[src/design/cit_pkg.sv]
`default_nettype none
package cit_pkg;

  localparam int VelW     = 24;
  localparam int DeltaW   = 17;
  localparam int SensW    = 12;
  localparam int PosW     = 16;
  localparam int SensFrac = 8;
  localparam int CfgW     = 16;
  localparam int CfgIdxW  = 2;

  localparam logic signed [VelW-1:0] VelMax = {1'b0, {(VelW-1){1'b1}}};
  localparam logic signed [VelW-1:0] VelMin = {1'b1, {(VelW-1){1'b0}}};

  localparam logic [7:0] FrictionNum = 8'd205;

  localparam logic [SensW-1:0] SensReset   = 12'd512;
  localparam logic [PosW-1:0]  RightReset  = 16'd1919;
  localparam logic [PosW-1:0]  BottomReset = 16'd1079;

  typedef enum logic [CfgIdxW-1:0] {
    CFG_SENSITIVITY   = 2'd0,
    CFG_SCREEN_RIGHT  = 2'd1,
    CFG_SCREEN_BOTTOM = 2'd2
  } cfg_idx_t;

  typedef enum logic {
    ACT_DELTA = 1'b0,
    ACT_TICK  = 1'b1
  } action_t;

  typedef struct packed {
    logic                   above;
    logic [PosW-1:0]        pos_move;
    logic signed [VelW-1:0] vel_friction;
    logic signed [VelW-1:0] vel_delta;
  } axis_res_t;

endpackage
`default_nettype wire

[src/design/cit_axis.sv]
`default_nettype none
module cit_axis #(
  parameter int FRACTION_BITS = 8
) (
  input  wire logic signed [cit_pkg::DeltaW-1:0] delta,
  input  wire logic [cit_pkg::SensW-1:0]         sens,
  input  wire logic signed [cit_pkg::VelW-1:0]   vel,
  input  wire logic [cit_pkg::PosW-1:0]          pos,
  input  wire logic [cit_pkg::PosW-1:0]          limit,
  output cit_pkg::axis_res_t                     res
);

  localparam int VW = cit_pkg::VelW;
  localparam int PW = cit_pkg::PosW;
  localparam int DW = cit_pkg::DeltaW;
  localparam int SW = cit_pkg::SensW;
  localparam int SF = cit_pkg::SensFrac;
  localparam int ProdW = DW + SW;
  localparam int ThrW  = VW + 4;
  localparam int SumW  = VW + 2;

  logic              vneg;
  logic [VW-1:0]     vmag;
  logic [ThrW-1:0]   thr_lhs;
  logic [VW:0]       step_mag;
  logic signed [SumW-1:0] step_s;
  logic signed [SumW-1:0] pos_sum;
  logic [31:0]       fr_prod;
  logic [VW-1:0]     fr_mag;
  logic signed [ProdW-1:0] dprod;
  logic [ProdW-2:0]  dmag;
  logic [ProdW-2:0]  dscaled;
  logic signed [SumW-1:0] dstep;
  logic signed [SumW-1:0] vsum;

  always_comb begin
    vneg     = vel[VW-1];
    vmag     = vneg ? VW'(-vel) : VW'(vel);
    thr_lhs  = {4'b0, vmag} * ThrW'(10);
    res.above = thr_lhs > (ThrW'(1) << FRACTION_BITS);

    step_mag = ({1'b0, vmag} + ((VW+1)'(1) << (FRACTION_BITS - 1))) >> FRACTION_BITS;
    step_s   = vneg ? -$signed(SumW'(step_mag)) : $signed(SumW'(step_mag));
    pos_sum  = $signed(SumW'(pos)) + step_s;
    if (pos_sum < 0) begin
      res.pos_move = '0;
    end else if (pos_sum > $signed(SumW'(limit))) begin
      res.pos_move = limit;
    end else begin
      res.pos_move = pos_sum[PW-1:0];
    end

    fr_prod = 32'(vmag) * 32'(cit_pkg::FrictionNum);
    fr_mag  = fr_prod[VW+7:8];
    res.vel_friction = vneg ? -$signed(fr_mag) : $signed(fr_mag);

    dprod   = $signed(ProdW'(delta)) * $signed(ProdW'({1'b0, sens}));
    dmag    = dprod[ProdW-1] ? (ProdW-1)'(-dprod) : (ProdW-1)'(dprod);
    dscaled = (dmag + ((ProdW-1)'(1) << (SF - 1))) >> SF;
    dstep   = dprod[ProdW-1] ? -$signed(SumW'(dscaled)) : $signed(SumW'(dscaled));
    vsum    = $signed(SumW'(vel)) + dstep;
    if (vsum > $signed(SumW'(cit_pkg::VelMax))) begin
      res.vel_delta = cit_pkg::VelMax;
    end else if (vsum < $signed(SumW'(cit_pkg::VelMin))) begin
      res.vel_delta = cit_pkg::VelMin;
    end else begin
      res.vel_delta = vsum[VW-1:0];
    end
  end

endmodule
`default_nettype wire

[src/design/cursor_inertia_tracker.sv]
`default_nettype none
// Channel  Direction  Handshake           Payload
// in       sink       in_valid/in_stall   in_action, in_delta_x, in_delta_y
// out      source     out_valid/out_stall out_cursor_x, out_cursor_y, out_moved, out_active
// cfg      sink       cfg_wr_en           cfg_index, cfg_wdata
//
// One item per cycle unless out_stall holds a result; registers: input, then result.
// The input register feeds one pass of per-axis multiply, round and clamp logic
// that updates velocity, position and the result register together.
// Synchronous active-low reset clears state and loads register defaults.
// in_stall rises only while a result waits under out_stall and an item is held.
module cursor_inertia_tracker #(
  parameter int FRACTION_BITS = 8
) (
  input  wire logic                                clk,
  input  wire logic                                rst_n,
  input  wire logic                                in_valid,
  output logic                                     in_stall,
  input  wire logic                                in_action,
  input  wire logic signed [cit_pkg::DeltaW-1:0]   in_delta_x,
  input  wire logic signed [cit_pkg::DeltaW-1:0]   in_delta_y,
  output logic                                     out_valid,
  input  wire logic                                out_stall,
  output logic [cit_pkg::PosW-1:0]                 out_cursor_x,
  output logic [cit_pkg::PosW-1:0]                 out_cursor_y,
  output logic                                     out_moved,
  output logic                                     out_active,
  input  wire logic                                cfg_wr_en,
  input  wire logic [cit_pkg::CfgIdxW-1:0]         cfg_index,
  input  wire logic [cit_pkg::CfgW-1:0]            cfg_wdata
);

  localparam int VW = cit_pkg::VelW;
  localparam int PW = cit_pkg::PosW;

  logic                   s1_valid_r;
  logic                   action_r;
  logic signed [cit_pkg::DeltaW-1:0] dx_r, dy_r;
  logic [cit_pkg::SensW-1:0] sens_r;
  logic [PW-1:0]          right_r, bottom_r;
  logic signed [VW-1:0]   vel_x_r, vel_y_r, vel_x_nxt, vel_y_nxt;
  logic [PW-1:0]          pos_x_r, pos_y_r, pos_x_nxt, pos_y_nxt;
  logic                   active_r, active_nxt, moved_nxt;
  logic                   out_valid_r;
  logic [PW-1:0]          out_x_r, out_y_r;
  logic                   out_moved_r, out_active_r;
  logic                   s1_adv;
  cit_pkg::axis_res_t     res_x, res_y;

  cit_axis #(.FRACTION_BITS(FRACTION_BITS)) u_axis_x (
    .delta(dx_r), .sens(sens_r), .vel(vel_x_r), .pos(pos_x_r), .limit(right_r), .res(res_x)
  );

  cit_axis #(.FRACTION_BITS(FRACTION_BITS)) u_axis_y (
    .delta(dy_r), .sens(sens_r), .vel(vel_y_r), .pos(pos_y_r), .limit(bottom_r), .res(res_y)
  );

  assign s1_adv   = s1_valid_r & ~(out_valid_r & out_stall);
  assign in_stall = s1_valid_r & out_valid_r & out_stall;

  always_comb begin
    vel_x_nxt  = vel_x_r;
    vel_y_nxt  = vel_y_r;
    pos_x_nxt  = pos_x_r;
    pos_y_nxt  = pos_y_r;
    active_nxt = active_r;
    moved_nxt  = 1'b0;
    if (action_r == cit_pkg::ACT_DELTA) begin
      vel_x_nxt  = res_x.vel_delta;
      vel_y_nxt  = res_y.vel_delta;
      active_nxt = 1'b1;
    end else if (res_x.above || res_y.above) begin
      pos_x_nxt = res_x.pos_move;
      pos_y_nxt = res_y.pos_move;
      moved_nxt = (res_x.pos_move != pos_x_r) || (res_y.pos_move != pos_y_r);
      vel_x_nxt = res_x.vel_friction;
      vel_y_nxt = res_y.vel_friction;
    end else begin
      vel_x_nxt  = '0;
      vel_y_nxt  = '0;
      active_nxt = 1'b0;
    end
  end

  always_ff @(posedge clk) begin
    if (!rst_n) begin
      sens_r   <= cit_pkg::SensReset;
      right_r  <= cit_pkg::RightReset;
      bottom_r <= cit_pkg::BottomReset;
    end else if (cfg_wr_en) begin
      case (cfg_index)
        cit_pkg::CFG_SENSITIVITY:   sens_r   <= cfg_wdata[cit_pkg::SensW-1:0];
        cit_pkg::CFG_SCREEN_RIGHT:  right_r  <= cfg_wdata[PW-1:0];
        cit_pkg::CFG_SCREEN_BOTTOM: bottom_r <= cfg_wdata[PW-1:0];
        default: ;
      endcase
    end
  end

  always_ff @(posedge clk) begin
    if (!rst_n) begin
      s1_valid_r  <= 1'b0;
      out_valid_r <= 1'b0;
      vel_x_r     <= '0;
      vel_y_r     <= '0;
      pos_x_r     <= '0;
      pos_y_r     <= '0;
      active_r    <= 1'b0;
    end else begin
      if (!in_stall) begin
        s1_valid_r <= in_valid;
      end
      if (s1_adv) begin
        out_valid_r <= 1'b1;
        vel_x_r     <= vel_x_nxt;
        vel_y_r     <= vel_y_nxt;
        pos_x_r     <= pos_x_nxt;
        pos_y_r     <= pos_y_nxt;
        active_r    <= active_nxt;
      end else if (!out_stall) begin
        out_valid_r <= 1'b0;
      end
    end
  end

  always_ff @(posedge clk) begin
    if (in_valid && !in_stall) begin
      action_r <= in_action;
      dx_r     <= in_delta_x;
      dy_r     <= in_delta_y;
    end
    if (s1_adv) begin
      out_x_r      <= pos_x_nxt;
      out_y_r      <= pos_y_nxt;
      out_moved_r  <= moved_nxt;
      out_active_r <= active_nxt;
    end
  end

  assign out_valid    = out_valid_r;
  assign out_cursor_x = out_x_r;
  assign out_cursor_y = out_y_r;
  assign out_moved    = out_moved_r;
  assign out_active   = out_active_r;

endmodule
`default_nettype wire

[config.mk]
export PLATFORM = sky130hd
export DESIGN_NAME = cursor_inertia_tracker
export DESIGN_NICKNAME = d
export VERILOG_FILES = /design/src/design/cit_pkg.sv /design/src/design/cit_axis.sv /design/src/design/cursor_inertia_tracker.sv
export SDC_FILE = /design/constraint.sdc
export NUM_CORES = 2
export LEC_CHECK = 0
export BUFFER_PORTS_ARGS = -buffer_cell sky130_fd_sc_hd__buf_4
export CAP_MARGIN = 10
export CELL_PAD_IN_SITES_DETAIL_PLACEMENT = 1
export CELL_PAD_IN_SITES_GLOBAL_PLACEMENT = 2
export CORE_MARGIN = 1.5
export CORE_UTILIZATION = 41
export CTS_CLUSTER_SIZE = 14
export DETAILED_ROUTE_END_ITERATION = 16
export PLACE_DENSITY_LB_ADDON = 0.1
export SETUP_SLACK_MARGIN = 0.4
export SLEW_MARGIN = 20
export SYNTH_ARGS = -nofsm -noshare
export SYNTH_HDL_FRONTEND = slang
export SYNTH_SLANG_ARGS = --single-unit
export TNS_END_PERCENT = 10
[constraint.sdc]
create_clock -name clk -period 16.9 [get_ports clk]
set_clock_uncertainty 0.05 [all_clocks]
set_input_delay 2.535 -clock clk [delete_from_list [all_inputs] [get_ports clk]]
set_output_delay 2.535 -clock clk [all_outputs]
set_load 0.05 [all_outputs]
==> out/metrics.csv <==
stage;metric;value;unit
cts;clk_lat worst skew;0.56;ns
cts;hold_buf cts;0;
drt;Routed WL;147500;µm
setup_path;cell mode on critical path;fa_1;
cts;clock buffer depth;2;
worst_hold_path;Hold EP;right_r[14];
final_layout;register area;4619;µm²
synthesis;Synth area leader;fa_1;
cts;Clock transition at path regs;0.09;ns
setup_path;CP max-delay cell;a21oi_2;
setup_path;startpoint types;flip-flop;
place;Post-DP HPWL;121200;µm
final_layout;Final Cell Area;48850;µm²
timing;Final period util;0.8669;
cts;Num CTS Buffers;17;
worst_hold_path;hold_sp;right_r[14];
final_layout;P&R area growth vs syn;5.727;%
cts;Clock Sinks;196;
cts;CTS tree;built;
setup_path;delay of the slowest cell on the worst path;1.20;ns
floorplan;Die Span Y;338.7;µm
run_status;run status;completed;
global_route;antenna violations before repair;5;
cts;post_cts resized;0;
synthesis;dominant cells by area after synthesis;fa_1 21%, ha_1 14%, inv_1 5.9%;
place;number of port buffers;93;
floorplan;FP Rows;122;
final_layout;NumNets Final;6617;
synthesis;ys async rst share;0;
synthesis;Cell variety after synth;111;
setup_path;critical path required time;17.24;ns
setup_path;CP bufs+invs;6;
timing;# setup viols final;0;
place;DP Worst Slack;2.364;ns
setup_path;worst r2r path cells;47;
drt;DRC errors left;0;
floorplan;top-level I/O count;94;
timing;final max-slew violation count;0;
setup_path;worst-path fanout max;25;
setup_path;crit path kind;flip-flop to flip-flop;
timing;Fmax;68.26;MHz
setup_path;CP top delay family;compound AO/OA/AOI/OAI gates;
drt;drt wl/cell;20.95;µm
timing;final hold violation count;0;
timing;setup TNS;0;ns
floorplan;area of the core;111300;µm²
synthesis;Post-Syn Instances;5607;
setup_path;Worst R2R Setup Slack;2.25;ns
global_route;gr usage total;0.2603;
synthesis;post-synth top area share;0.2140;
cts;H-Tree Depth;4;
setup_path;Critical Path End Type;flip-flop;
final_layout;fill count;13340;
timing;Slew HR;0.2466;
synthesis;syn_nets;6684;
drt;DRT iter0 DRCs;2080;
setup_path;worst flop-to-flop path startpoint;sens_r[4];
cts;clock tree root buffer cell;clkbuf_16;
place;Placer Congestion;0.8728;
synthesis;flops & latches, synth;196;
setup_path;FF-to-FF End;vel_y_r[22];
final_layout;area occupied by multi-input gates;38010;µm²
worst_hold_path;min-delay worst type;flip-flop to flip-flop;
drt;Detail Route Antenna Nets;0;
synthesis;register area share after synthesis;0.09987;
global_route;vias in the first global route;42010;
drt;vias;39800;
drt;drt pass-1 iters;5;
timing;worst slew pin tran;1.130;ns
synthesis;predominant post-synthesis flop cell;dfxtp_1;
global_route;first-pass GRT wire length;239200;µm
synthesis;synthesized cell area;46210;µm²
worst_hold_path;hold path depth;2;
synthesis;Avg Inst Size Synth;8.241;µm²
drt;Via-to-Cell Ratio;5.650;
floorplan;Initial Util;0.4152;
synthesis;EDFF count, synth;69;
timing;RSZ-0062 raised after global routing;false;
flow_run;# Max-Cap Violations;0;
place;Cell Area, Placed;48260;µm²
floorplan;die area;114700;µm²
cts;setup bufs post-CTS;0;
setup_path;Arrival @ worst endpoint;14.99;ns
timing;min cycle time layout;14.65;ns
global_route;largest net degree at the start of global routing;86;
floorplan;die width;338.7;µm
final_layout;layout cells sized above 1;0.05042;
global_route;total gr overflow;0;
timing;Final WS setup;2.250;ns
synthesis;Yosys Warn Count;0;
## layer usage
| metal | track usage | vias up | part of all wire |
|---|---|---|---|
| li1 | - | 19020 | - |
| met1 | 0.3665 | 20040 | 0.49 |
| met2 | 0.4274 | 589 | 0.46 |
| met3 | 0.02512 | 134 | 0.029 |
| met4 | 0.06399 | 4 | 0.020 |
| met5 | 0 | - | 0.00015 |
## synthesized netlist by cell type, types with 18 or more instances
cell,instances
inv_1,732
nand2_1,557
ha_1,525
fa_1,494
nor2_1,300
xnor2_1,287
and2_1,252
o21ai_0,236
a21oi_1,234
clkbuf_1,192
xor2_1,145
dfxtp_1,127
nand3_1,127
a21o_1,100
nor3_1,98
a31oi_1,69
edfxtp_1,69
o31ai_1,65
nand2b_1,64
o211ai_1,64
nand4_1,47
nor4_1,47
nor2b_1,46
a21boi_0,45
a211oi_1,44
and3_1,41
o21a_1,41
or3_1,41
mux2i_1,32
nor3b_1,31
o21bai_1,28
mux2_2,22
o211a_1,19
or2_2,18
## flip-flops by register name (all words and copies together), names as in the netlist
| register | cells |
|---|---|
| pos_y_r | 16 |
| sens_r | 12 |
| bottom_r | 16 |
| vel_y_r | 24 |
| pos_x_r | 16 |
| action_r | 1 |
| s1_valid_r | 1 |
| dx_r | 17 |
| out_cursor_x | 16 |
| out_valid | 1 |
| vel_x_r | 24 |
| out_moved | 1 |
| right_r | 16 |
| out_active | 1 |
| active_r | 1 |
| dy_r | 17 |
| out_cursor_y | 16 |
## placed cells by master (no fill, tap or decap), types with 44 or more instances in the layout
cell,netlist,final
a211oi_1,44,44
a21boi_0,45,45
a21o_1,100,100
a21oi_1,234,234
a31oi_1,69,69
and2_1,252,252
buf_4,4,135
dfxtp_1,127,123
edfxtp_1,69,69
fa_1,494,494
ha_1,525,525
inv_1,732,731
nand2_1,557,556
nand2b_1,64,64
nand3_1,127,127
nand4_1,47,47
nor2_1,300,300
nor2b_1,46,45
nor3_1,98,98
nor4_1,47,47
o211ai_1,64,64
o21ai_0,236,235
o31ai_1,65,65
xnor2_1,287,286
xor2_1,145,145
## worst register-to-register path, delay by kind of cell (launching register included)
| family | cells | cell delay (ns) |
|---|---|---|
| DFF | 1 | 0.91 |
| AOI/OAI and AO/OA | 17 | 4.82 |
| xor gates and xnor gates | 3 | 0.66 |
| adders and majority gates | 8 | 3.61 |
| buffers and inverters | 6 | 0.92 |
| and+or+nand+nor | 13 | 3.52 |
## worst max-delay path by stage
stage | startpoint | end | slack (ns) | cells past startpoint
detailed placement | sens_r[4] | vel_y_r[22] | 2.36 | 47
global route | sens_r[4] | vel_y_r[22] | 1.12 | 47
floorplan | sens_r[6] | vel_y_r[12] | 5.20 | 51
CTS | sens_r[5] | vel_y_r[22] | 2.30 | 47
global placement | sens_r[5] | vel_y_r[17] | 2.50 | 47
finish | sens_r[4] | vel_y_r[22] | 2.25 | 47
## stage by stage
stage               std cells  hold WS (ns)  utilization
finish                   7043        0.4322       0.4390
global route             7041        0.4600       0.4390
CTS                      7041        0.4327       0.4389
detailed placement       7009        0.4205       0.4337
global placement         7009        0.4064       0.4336
floorplan                5607        0.3935            -
## layout make-up
type | count | share of cell area
flip-flops and latches | 196 | 0.09456
multi-input cells | 4456 | 0.7781
well taps | 1488 | 0.03811
repair buffers | 135 | 0.02075
diodes | 2 | 0.0001024
inverters | 734 | 0.05645
clock inverters | 13 | 0.002869
clock buffers | 19 | 0.009067
## kinds of logic (layout without fill, tap and decap cells)
logic type	count (synthesis)	in the layout	synth area share
muxes	54	54	0.01229
xor gates and xnor gates	441	441	0.08635
buffers and inverters	955	901	0.07837
AOI/OAI and AO/OA	1197	1197	0.1777
adders and majority gates	1019	1019	0.3562
DFF	196	196	0.09987
and+or+nand+nor	1745	1745	0.1892
other	0	2	0
Power is not shown: default switching activity piles up to over one toggle a cycle in this logic, so the estimate is an artifact.
